[src/sv/stdpw_pkg.sv]
`timescale 1ns / 1ps
package stdpw_pkg;

  localparam int REG_BITS     = 16;
  localparam int REG_IDX_BITS = 3;

  typedef enum logic [REG_IDX_BITS-1:0] {
    REG_GAIN_POT   = 3'd0,
    REG_GAIN_DEP   = 3'd1,
    REG_TAU_POT    = 3'd2,
    REG_TAU_DEP    = 3'd3,
    REG_MAX_WEIGHT = 3'd4,
    REG_MIN_WEIGHT = 3'd5
  } reg_idx_t;

  localparam logic [REG_BITS-1:0] GAIN_POT_RESET   = 16'd410;
  localparam logic [REG_BITS-1:0] GAIN_DEP_RESET   = 16'd430;
  localparam logic [REG_BITS-1:0] TAU_POT_RESET    = 16'd20;
  localparam logic [REG_BITS-1:0] TAU_DEP_RESET    = 16'd20;
  localparam logic [REG_BITS-1:0] MAX_WEIGHT_RESET = 16'd4096;
  localparam logic [REG_BITS-1:0] MIN_WEIGHT_RESET = 16'd0;

  // dt/tau in Q4.16 stays below 12.0, so 20 bits
  localparam int X_BITS        = 20;
  localparam int FRAC_BITS     = 32;
  localparam int E_BITS        = 16;
  localparam int SERIES_TERMS  = 12;
  localparam int SQUARE_STEPS  = 4;
  localparam logic [E_BITS-1:0] E_ONE_SAT = 16'hFFFF;

  localparam int QUEUE_DEPTH = 4;
  localparam int QPTR_BITS   = 2;
  localparam int OUT_DEPTH   = 2;
  localparam int OPTR_BITS   = 1;

  typedef struct packed {
    logic cmd;
    logic skip;
  } item_ctl_t;

  typedef struct packed {
    logic [REG_BITS-1:0] gain_pot;
    logic [REG_BITS-1:0] gain_dep;
    logic [REG_BITS-1:0] tau_pot;
    logic [REG_BITS-1:0] tau_dep;
    logic [REG_BITS-1:0] max_w;
    logic [REG_BITS-1:0] min_w;
  } cfg_t;

endpackage

[src/sv/stdpw_front.sv]
`timescale 1ns / 1ps
module stdpw_front
  import stdpw_pkg::*;
#(
  parameter int WEIGHT_BITS = 16,
  parameter int TIME_BITS   = 32
) (
  input  logic                   clk,
  input  logic                   rst,
  input  logic                   push,
  output logic                   full,
  input  logic                   cmd,
  input  logic [TIME_BITS-1:0]   event_time,
  input  logic [TIME_BITS-1:0]   partner_time,
  input  logic                   partner_fired,
  input  logic [WEIGHT_BITS-1:0] weight_in,
  output logic                   q_valid,
  input  logic                   q_pop,
  output item_ctl_t              q_ctl,
  output logic [TIME_BITS-1:0]   q_dt,
  output logic [WEIGHT_BITS-1:0] q_w
);

  item_ctl_t              qctl [0:QUEUE_DEPTH-1];
  logic [TIME_BITS-1:0]   qdt  [0:QUEUE_DEPTH-1];
  logic [WEIGHT_BITS-1:0] qw   [0:QUEUE_DEPTH-1];
  logic [QPTR_BITS-1:0]   wr_ptr;
  logic [QPTR_BITS-1:0]   rd_ptr;
  logic [QPTR_BITS:0]     count;

  item_ctl_t ctl;
  logic      do_push;
  logic      do_pop;

  // skip when the partner never fired or the event is not later than the partner
  assign ctl.cmd  = cmd;
  assign ctl.skip = !partner_fired || (event_time <= partner_time);

  assign full    = count == (QPTR_BITS + 1)'(QUEUE_DEPTH);
  assign q_valid = count != '0;
  assign do_push = push && !full;
  assign do_pop  = q_pop && q_valid;

  always_ff @(posedge clk) begin
    if (rst) begin
      wr_ptr <= '0;
      rd_ptr <= '0;
      count  <= '0;
    end else begin
      if (do_push) begin
        wr_ptr <= wr_ptr + 1'b1;
      end
      if (do_pop) begin
        rd_ptr <= rd_ptr + 1'b1;
      end
      if (do_push && !do_pop) begin
        count <= count + 1'b1;
      end else if (do_pop && !do_push) begin
        count <= count - 1'b1;
      end
    end
  end

  always_ff @(posedge clk) begin
    if (do_push) begin
      qctl[wr_ptr] <= ctl;
      qdt[wr_ptr]  <= event_time - partner_time;
      qw[wr_ptr]   <= weight_in;
    end
  end

  assign q_ctl = qctl[rd_ptr];
  assign q_dt  = qdt[rd_ptr];
  assign q_w   = qw[rd_ptr];

endmodule

[config.mk]
export PLATFORM = sky130hd
export DESIGN_NAME = stdpw_front
export DESIGN_NICKNAME = d
export VERILOG_FILES = /design/src/sv/stdpw_pkg.sv /design/src/sv/stdpw_front.sv
export SDC_FILE = /design/constraint.sdc
export NUM_CORES = 1
export LEC_CHECK = 0
export BUFFER_PORTS_ARGS = -buffer_cell sky130_fd_sc_hd__buf_2
export CORE_MARGIN = 5
export CORE_UTILIZATION = 25
export CTS_CLUSTER_DIAMETER = 50
export DETAILED_ROUTE_END_ITERATION = 10
export HOLD_SLACK_MARGIN = 0.02
export PLACE_DENSITY_LB_ADDON = 0.08
export REMOVE_ABC_BUFFERS = 1
export SKIP_CTS_REPAIR_TIMING = 1
export SYNTH_ARGS = -nofsm -noshare
export SYNTH_HDL_FRONTEND = slang
export SYNTH_SLANG_ARGS = --single-unit
export TNS_END_PERCENT = 20
[constraint.sdc]
create_clock -name clk -period 2.7 [get_ports clk]
set_clock_uncertainty 0.1 [all_clocks]
set_input_delay 0.135 -clock clk [delete_from_list [all_inputs] [get_ports clk]]
set_output_delay 0.135 -clock clk [all_outputs]
set_load 0.03 [all_outputs]
==> out/results.tsv, run 1 <==
stage	metric	value	unit
synthesis	Post-Synthesis Cells	623	
synthesis	Post-Syn Area per Cell	15.5	sq um
route	Routed Antenna Nets	0	
cts	H-tree depth	1	
cts	CTS clk-pin slew, worst paths	0.05	ns
worst_setup_path	reg-to-reg critical path startpoint	count[1]	
timing	fmax	424	MHz
final_layout	Final #Nets	966	
synthesis	Post-synth EDFFs	200	
route	Vias/cell	4.48	
timing	RSZ-0062 raised after global routing	false	
route	vias	6174	
floorplanning	die extent in y	207	um
cts	Worst-Skew Late Latency	0.53	ns
timing	setup ws final	0.340	ns
timing	final hold violations	0	
placement	GPL Wtd Cong	0.787	
worst_setup_path	Critical Path Fanout Max	50	
timing	Final period util	87.4	%
flow_run	max-cap violations	0	
final_layout	# fillers	3891	
power_and_ir_drop	Pleak	4.59	nW
hold_path	Hold Startpoint	partner_fired	
final_layout	multi-input logic area	0.00323	sq mm
cts	CTS Buffer Depth	3	
timing	Slew headroom	54.3	%
timing	final setup vio count	0	
worst_setup_path	crit start category	flip-flop	
global_routing	global route overflow	0	
route	drt drc	0	
floorplanning	die area	0.0427	sq mm
placement	post-place setup slack	-0.104	ns
synthesis	Async SR Flop Fraction	0	%
cts	CTS tree	done	
hold_path	hold depth	4	
floorplanning	num rows	72	
floorplanning	Ports	138	
cts	clock root buffer	clkbuf_16	
final_layout	layout cell share with drive strength beyond 1	34.4	%
global_routing	vias in the first global route	6573	
global_routing	initial antenna violation count	0	
route	DRT iter0 DRCs	290	
worst_setup_path	Critical Path End Type	output port	
global_routing	Global Route Usage Sum	12.4	%
timing	Slew @ Worst Pin	0.682	ns
worst_setup_path	R2R cell count	8	
floorplanning	Starting Density	25.1	%
power_and_ir_drop	maximum vdd ir drop	0.000476	V
placement	dpl hpwl	18900	um
route	Detailed Routing Iterations Pass 1	4	
global_routing	largest net degree at the start of global routing	51	
final_layout	Antenna Diode Count	0	
timing	shortest period the worst path allows	2.36	ns
synthesis	register bit total from synthesis	209	
worst_setup_path	CP max stage delay	0.62	ns
power_and_ir_drop	cell area power density	891	mW/mm^2
timing	Final Slew Violations	0	
power_and_ir_drop	Design Power	0.0111	W
cts	# clock sinks	209	
cts	CTS buffer count	27	
synthesis	Distinct cells, synth	59	
route	Routed WL per cell	19.5	um
timing	Final TNS setup	0	ns
route	WL final	26900	um
worst_setup_path	critical path data required time	2.47	ns
worst_setup_path	CP Cell Sequence	buf_12 -> mux4_2 -> buf_2	
worst_setup_path	Critical-path top delay cell	mux4_2	
floorplanning	Placeable Area	0.0385	sq mm
worst_setup_path	FF-to-FF setup slack	0.38	ns
hold_path	Hold WC Path Type	in2reg	
synthesis	Synth Flop Type	edfxtp_1	
worst_setup_path	crit path DAT	2.12	ns
synthesis	register area share after synthesis	64.0	%
hold_path	Hold EP	qctl[2][0]	
worst_setup_path	crit path kind	reg2out	
worst_setup_path	RR Endpoint	count[2]	
synthesis	Syn Std Cell Area	0.00966	sq mm
status	status	finished clean	
placement	IO buf count	137	
synthesis	YS warnings	0	
global_routing	first-pass GRT wire length	39700	um
final_layout	Syn-to-layout area delta	28.6	%
final_layout	register area	0.00619	sq mm
floorplanning	Die Span X	207	um
## worst max-delay path: cells and delay by family (launching register included)
family,cells,cell delay (ns)
buf+inv,2,0.59
flops,1,0.34
mux,1,0.62
## worst max-delay path by stage
stage                    start          to  slack, ns
5_1_grt               count[1]    count[2]       0.21
3_3_place_gp   partner_time[8]  qdt[2][27]      -0.07
4_1_cts              flip-flop     q_dt[8]       0.25
6_report             flip-flop    q_dt[17]       0.34
2_1_floorplan        flip-flop    q_ctl[0]      -0.46
3_5_place_dp     event_time[0]  qdt[0][20]      -0.10
## sequential cells by signal, indices dropped and copies added, names as in the netlist, named ones only
signal	cells
qw	64
qdt	128
qctl	8
count	3
wr_ptr	2
rd_ptr	2
## final cells by class
type	instances	share of cell area (%)
clock buffers	38	6.10
well taps	518	5.22
repair buffers	210	11.2
inverters	42	1.27
flip-flops and latches	209	49.8
multi-input cells	351	26.0
clock inverters	10	0.413
## report_power, final
part           internal, W  switching, W  total, W
logic              0.00138       0.00226   0.00364
registers          0.00411      0.000107   0.00422
clock network      0.00194       0.00128   0.00322
## cells in the final DEF, fill, tap and decap left out, types with 7 or more instances in the layout
cell           instances
buf_2                137
mux4_2                50
buf_4                 44
clkbuf_16             28
xor2_1                 8
dfxtp_1                7
nor2_1                31
ha_1                  37
dlygate4sd3_1         21
a21oi_1               37
buf_12                 8
inv_1                 42
edfxtp_1             200
nor3_1                10
xnor2_1               18
o21ai_0               19
a21o_1                 7
nand3_1                9
nand4_1                7
clkbuf_1               8
nand2_1               36
## kinds of logic after synthesis
group	after synthesis	share of synthesized area [%]
AOI/OAI and AO/OA	105	7.26
xor gates and xnor gates	26	2.36
adders and majority gates	39	5.20
buffers and inverters	63	2.60
DFF	209	64.0
muxes	53	12.0
and+or+nand+nor	128	6.59
## Yosys cell counts (3+ instances only)
cell type    n  share of area (%)
nor3_1      10               0.52
ha_1        37                4.8
nor2b_1      5               0.32
or3_1        4               0.26
nand3_1      9               0.47
clkbuf_1    18               0.70
nand2_1     36                1.4
a21boi_0     3               0.23
edfxtp_1   200                 62
o21ai_0     19               0.98
mux4_2      50                 12
nand4_1      7               0.45
dfxtp_1      9                1.9
a21oi_1     37                1.9
a31oi_1      3               0.19
o31ai_1      3               0.23
inv_1       42                1.6
and2_1       5               0.32
a21o_1       7               0.54
xor2_1       8               0.73
xnor2_1     18                1.6
and3_1       6               0.39
nor2_1      31                1.2
o21a_1       5               0.39
o21bai_1     3               0.23
## metrics by stage
| stage | cell area, sq um | std cells | hold WS (ns) | utilization (%) |
|---|---|---|---|---|
| floorplan | 9570 | 602 | 0.104 | - |
| finish | 12400 | 1378 | 0.104 | 32.3 |
| detailed placement | 11400 | 1309 | 0.254 | 29.6 |
| global route | 12400 | 1378 | 0.118 | 32.3 |
| CTS | 12200 | 1357 | -0.317 | 31.8 |
| global placement | 11400 | 1309 | 0.245 | 29.6 |
## per-layer routing
metal  up-vias  share of wire (%)  routed length, um  global-route usage, %
met2       142                 49              13300                   21.3
met1      3105                 44              11800                   16.1
met3        40                4.6               1230                   2.17
met4         0                2.2                593                   3.47
li1       2887                  -                  -                      -
met5         -                  0                  0                      0
(Power assumes the default switching activity.)
==> inputs of run 2 (changes only) <==
Settings changed: ABC_CLOCK_PERIOD_IN_PS from default to 2700, CTS_BUF_LIST from default to sky130_fd_sc_hd__clkbuf_4, MAX_ROUTING_LAYER from default to met4.
==> out/results.tsv, run 2 (synthesized netlist as in run 1, its figures left out) <==
stage	metric	value	unit	change
timing	Final period util	97.0	%	was 87.4%
floorplanning	Ports	138		unchanged
route	Routed Antenna Nets	0		unchanged
global_routing	Global Route Usage Sum	13.1	%	was 12.4%
power_and_ir_drop	internal power	0.00719	W	was 0.00743 W
worst_setup_path	FF-to-FF setup slack	0.35	ns	was 0.38 ns
hold_path	Hold Startpoint	partner_time[26]		was partner_fired
route	Detailed Routing Iterations Pass 1	4		unchanged
worst_setup_path	crit path DAT	2.96	ns	was 2.12 ns
cts	clock root buffer	clkbuf_4		was clkbuf_16
placement	dpl hpwl	18900	um	unchanged
worst_setup_path	worst setup path startpoint	event_time[7]		
route	vias	6534		was 6174
cts	CTS clk-pin slew, worst paths	0.06	ns	was 0.05 ns
floorplanning	num rows	72		unchanged
timing	final setup vio count	0		unchanged
worst_setup_path	crit start category	input pin		was flip-flop
timing	RSZ-0062 raised after global routing	false		unchanged
final_layout	layout cell share with drive strength beyond 1	36.2	%	was 34.4%
final_layout	Biggest register	qdt		unchanged
global_routing	global route overflow	0		unchanged
cts	CTS Buffer Depth	3		unchanged
global_routing	first-pass GRT wire length	40200	um	was 39700 um
worst_setup_path	critical path data required time	3.04	ns	was 2.47 ns
floorplanning	Placeable Area	0.0385	sq mm	unchanged
final_layout	commonest cells after routing, fill and taps aside	edfxtp_1, buf_2, clkbuf_4		was edfxtp_1, buf_2, mux4_2
final_layout	final instance area	0.0129	sq mm	was 0.0124 sq mm
floorplanning	Starting Density	25.1	%	unchanged
worst_setup_path	crit path kind	in2reg		was reg2out
final_layout	biggest regs	qdt x128, qw x64, qctl x8		unchanged
cts	CTS buffer count	57		was 27
global_routing	initial antenna violation count	1		was 0
power_and_ir_drop	maximum vdd ir drop	0.000364	V	was 0.000476 V
timing	Final Slew Violations	0		unchanged
power_and_ir_drop	switching part of the total	34.0	%	was 32.9%
global_routing	vias in the first global route	6789		was 6573
timing	Final TNS setup	0	ns	unchanged
timing	Slew headroom	52.8	%	was 54.3%
cts	Worst-Skew Late Latency	0.73	ns	was 0.53 ns
power_and_ir_drop	cell area power density	845	mW/mm^2	was 891 mW/mm^2
cts	H-tree depth	2		was 1
power_and_ir_drop	NetSw	0.00370	W	was 0.00364 W
timing	Slew @ Worst Pin	0.703	ns	was 0.682 ns
placement	GPL Wtd Cong	0.798		was 0.787
power_and_ir_drop	Seq pwr share	38.9	%	was 38.1%
worst_setup_path	reg-to-reg critical path startpoint	count[1]		unchanged
final_layout	# fillers	3920		was 3891
route	Routed WL per cell	18.8	um	was 19.5 um
placement	IO buf count	137		unchanged
final_layout	Syn-to-layout area delta	33.3	%	was 28.6%
floorplanning	Die Span X	207	um	unchanged
floorplanning	die area	0.0427	sq mm	unchanged
worst_setup_path	Critical Path End Type	flip-flop		was output port
route	WL final	27900	um	was 26900 um
timing	final hold slack	0.0260	ns	was 0.104 ns
hold_path	Hold WC Path Type	in2reg		unchanged
worst_setup_path	Critical Path Fanout Max	4		was 50
power_and_ir_drop	Comb pwr share	34.7	%	was 32.8%
route	DRT iter0 DRCs	278		was 290
cts	CTS tree	done		unchanged
floorplanning	die extent in y	207	um	unchanged
route	Vias/cell	4.41		was 4.48
power_and_ir_drop	Clk pwr share	26.5	%	was 29.1%
route	drt drc	0		unchanged
power_and_ir_drop	Design Power	0.0109	W	was 0.0111 W
timing	shortest period the worst path allows	2.62	ns	was 2.36 ns
timing	final hold violations	0		unchanged
flow_run	max-cap violations	0		unchanged
power_and_ir_drop	Pleak	4.86	nW	was 4.59 nW
status	status	finished clean		unchanged
final_layout	Final #Nets	1046		was 966
global_routing	largest net degree at the start of global routing	51		unchanged
cts	# clock sinks	209		unchanged
final_layout	max FFs per register	128		unchanged
final_layout	leading cell type in the layout, fill and taps excluded	edfxtp_1		unchanged
timing	fmax	382	MHz	was 424 MHz
placement	area post-placement	0.0114	sq mm	unchanged
==> run 2: cell types whose count changed in the layout (fill, tap and decap cells not counted), sizes merged <==
cell         before  now
diode             0    1
clkinv            8   12
clkinvlp          1    0
bufinv            0    2
clkbuf           38   85
dlygate4sd3      21   70
==> run 2: cell type report <==
| cell class | count | area [sq um] | area share [%] |
|---|---|---|---|
| clock inverter | 15 | 111 | 0.864 |
| inverter | 42 | 158 | 1.22 |
| sequential | 209 | 6190 | 48.1 |
| clock buffer | 84 | 631 | 4.90 |
| antenna | 1 | 2.50 | 0.0194 |
| tap | 518 | 648 | 5.03 |
| timing repair buffer | 260 | 1910 | 14.8 |
| multi-input combinational | 351 | 3230 | 25.1 |
==> run 2: power by group through the flow <==
stage	sequential, W	clock, W	combinational [W]
2_1_floorplan	0.00443	0	0.00225
3_3_place_gp	0.00426	0	0.00371
3_5_place_dp	0.00429	0	0.00372
4_1_cts	0.00422	0.00307	0.00374
5_1_grt	0.00427	0.00322	0.00407
6_report	0.00423	0.00288	0.00377
==> run 2: layer usage <==
layer  track usage (%)  up-vias  routed length, um
met3              2.97       61               1380
li1                  -     3074                  -
met2              21.3      170              13500
met4              5.42        0                801
met5                 -        -                  0
met1              15.9     3229              12200
==> run 2: through the flow <==
step / worst slack (ns) / cells / util [%]
final: 0.0804 / 1480 / 33.5
after detailed placement: -0.104 / 1309 / 29.6
after global routing: 0.0295 / 1480 / 33.5
after global placement: -0.0722 / 1309 / 29.6
after CTS: -0.0516 / 1408 / 31.6
after floorplan: -0.463 / 602 / -
==> run 2: critical path, stage by stage <==
cell and delay (ns):
dlygate4sd3_1 0.53, buf_2 0.12, ha_1 0.34, a21o_1 0.20, a311o_1 0.44, nor2_1 0.29, o21ai_0 0.13, buf_4 0.15
a311oi_1 0.61
==> run 2: final timing paths <==
| check | to | depth (start not counted) |
|---|---|---|
| worst min register to register | count[2] | 2 |
| worst min-delay path | qdt[0][26] | 5 |
| worst max-delay path | qdt[0][20] | 9 |
| worst max register to register | count[2] | 8 |
==> inputs of run 3 (changes only) <==
Settings changed: ABC_CLOCK_PERIOD_IN_PS 2700 to 2900.
Clock period 2.7 ns to 2.9 ns, I/O delays scaled along.
==> out/results.tsv, run 3 (synthesized netlist as in run 1, its figures left out) <==
stage	metric	value	unit	change
status	status	finished clean		unchanged
route	DRT iter0 DRCs	262		was 278
timing	Slew headroom	50.3	%	was 52.8%
worst_setup_path	R2R cell count	8		unchanged
timing	Slew @ Worst Pin	0.737	ns	was 0.703 ns
global_routing	grt met2 use	21.5	%	was 21.3%
placement	Placed Cells	1281		was 1309
power_and_ir_drop	maximum vdd ir drop	0.000345	V	was 0.000364 V
timing	RSZ-0062 raised after global routing	false		unchanged
final_layout	Syn-to-layout area delta	29.0	%	was 33.3%
final_layout	max FFs per register	128		unchanged
hold_path	Hold WC Path Type	in2reg		unchanged
hold_path	hold depth	5		unchanged
timing	Final period util	90.5	%	
route	vias	6437		was 6534
global_routing	largest net degree at the start of global routing	51		unchanged
placement	dpl hpwl	18400	um	was 18900 um
worst_setup_path	Critical Path Fanout Max	4		unchanged
hold_path	Hold Startpoint	partner_time[2]		was partner_time[26]
cts	# clock sinks	209		unchanged
power_and_ir_drop	Pleak	4.66	nW	was 4.86 nW
floorplanning	num rows	72		unchanged
global_routing	first-pass GRT wire length	39900	um	was 40200 um
route	WL final	27300	um	was 27900 um
timing	final setup vio count	0		unchanged
timing	fmax	381	MHz	
cts	Worst-Skew Late Latency	0.71	ns	was 0.73 ns
final_layout	layout cell share with drive strength beyond 1	35.6	%	was 36.2%
worst_setup_path	RR Endpoint	count[2]		unchanged
global_routing	Global Route Usage Sum	13.0	%	was 13.1%
timing	shortest period the worst path allows	2.62	ns	
worst_setup_path	critical path data required time	3.26	ns	was 3.04 ns
final_layout	leading cell type in the layout, fill and taps excluded	edfxtp_1		unchanged
timing	final hold violations	0		unchanged
route	drt drc	0		unchanged
cts	clock root buffer	clkbuf_4		unchanged
final_layout	Final #Nets	1009		was 1046
floorplanning	Die Span X	207	um	unchanged
route	Vias/cell	4.46		was 4.41
placement	GPL Wtd Cong	0.802		was 0.798
cts	H-tree depth	2		unchanged
global_routing	GR Util met1	15.6	%	was 15.9%
cts	CTS clk-pin slew, worst paths	0.07	ns	was 0.06 ns
cts	CTS buffer count	58		was 57
worst_setup_path	crit start category	input pin		unchanged
route	Routed Antenna Nets	0		unchanged
worst_setup_path	crit path DAT	2.98	ns	was 2.96 ns
final_layout	Final Non-Filler Cells	1442		was 1480
cts	CTS tree	done		unchanged
global_routing	vias in the first global route	6858		was 6789
timing	final hold slack	0.0488	ns	was 0.0260 ns
worst_setup_path	crit path kind	in2reg		unchanged
flow_run	max-cap violations	0		unchanged
placement	IO buf count	137		unchanged
global_routing	initial antenna violation count	1		unchanged
floorplanning	die extent in y	207	um	unchanged
route	Detailed Routing Iterations Pass 1	6		was 4
power_and_ir_drop	cell area power density	797	mW/mm^2	was 845 mW/mm^2
final_layout	Biggest register	qdt		unchanged
global_routing	GR peak layer	met2		unchanged
timing	Final Slew Violations	0		unchanged
cts	CTS Buffer Depth	3		unchanged
power_and_ir_drop	Design Power	0.00993	W	was 0.0109 W
final_layout	biggest regs	qdt x128, qw x64, qctl x8		unchanged
global_routing	global route overflow	0		unchanged
floorplanning	Ports	138		unchanged
floorplanning	Starting Density	25.1	%	unchanged
floorplanning	die area	0.0427	sq mm	unchanged
worst_setup_path	reg-to-reg critical path startpoint	count[0]		was count[1]
global_routing	met3 usage	2.89	%	was 2.97%
final_layout	commonest cells after routing, fill and taps aside	edfxtp_1, buf_2, clkbuf_4		unchanged
hold_path	Hold EP	qdt[3][2]		was qdt[0][26]
floorplanning	Placeable Area	0.0385	sq mm	unchanged
worst_setup_path	Critical Path End Type	flip-flop		unchanged
route	Routed WL per cell	18.9	um	was 18.8 um
worst_setup_path	FF-to-FF setup slack	0.38	ns	was 0.35 ns
[run 3: changes by cell type in the layout (fill, tap and decap cells not counted), sizes merged]
cell,change
bufinv,-2
clkbuf,-2
dlygate4sd3,-20
buf,-17
clkinv,+3
[run 3: power by group]
group / internal [W] / leakage (nW) / switching, W
combinational: 0.00138 / 2.33 / 0.00210
clock: 0.00130 / 0.419 / 0.00121
sequential: 0.00382 / 1.91 / 0.000117
[run 3: per-layer routing]
metal	vias up	wire, um
met5	-	0
met1	3170	11700
li1	3006	-
met4	0	709
met2	193	13400
met3	68	1410
[run 3: stage by stage]
step | setup TNS [ns] | setup WS (ns) | area (sq um) | util (%)
2_1_floorplan | -13.66 | -0.273 | 9570 | -
3_3_place_gp | 0 | 0.0893 | 11200 | 29.0
3_5_place_dp | 0 | 0.0607 | 11200 | 29.0
4_1_cts | -0.862 | -0.117 | 11800 | 30.8
5_1_grt | 0 | 0.149 | 12500 | 32.4
6_report | 0 | 0.276 | 12500 | 32.4
[run 3: how the worst max path moves through the flow]
| stage | endpoint | from |
|---|---|---|
| after floorplan | q_ctl[0] | flip-flop |
| after global placement | qdt[0][28] | partner_time[13] |
| after detailed placement | qdt[1][28] | partner_time[13] |
| after CTS | q_dt[29] | flip-flop |
| after global routing | qdt[1][28] | partner_time[0] |
| final | qdt[1][28] | partner_time[0] |
[run 3: layout make-up]
cell class | instances | area, sq um
Inverter | 42 | 158
Clock inverter | 16 | 68.8
Antenna cell | 1 | 2.50
Sequential cell | 209 | 6190
Clock buffer | 83 | 623
Timing Repair Buffer | 222 | 1540
Multi-Input combinational cell | 351 | 3230
Fill cell | 3881 | 26000
Tap cell | 518 | 648
[run 3: critical path, cell delays in order]
cell,delay (ns)
dlygate4sd3_1,0.54
buf_2,0.12
ha_1,0.20
fa_1,0.42
nor2b_1,0.19
o21bai_1,0.13
a21oi_1,0.17
buf_4,0.16
o21ai_0,0.26
and3_1,0.29
nor3_1,0.35
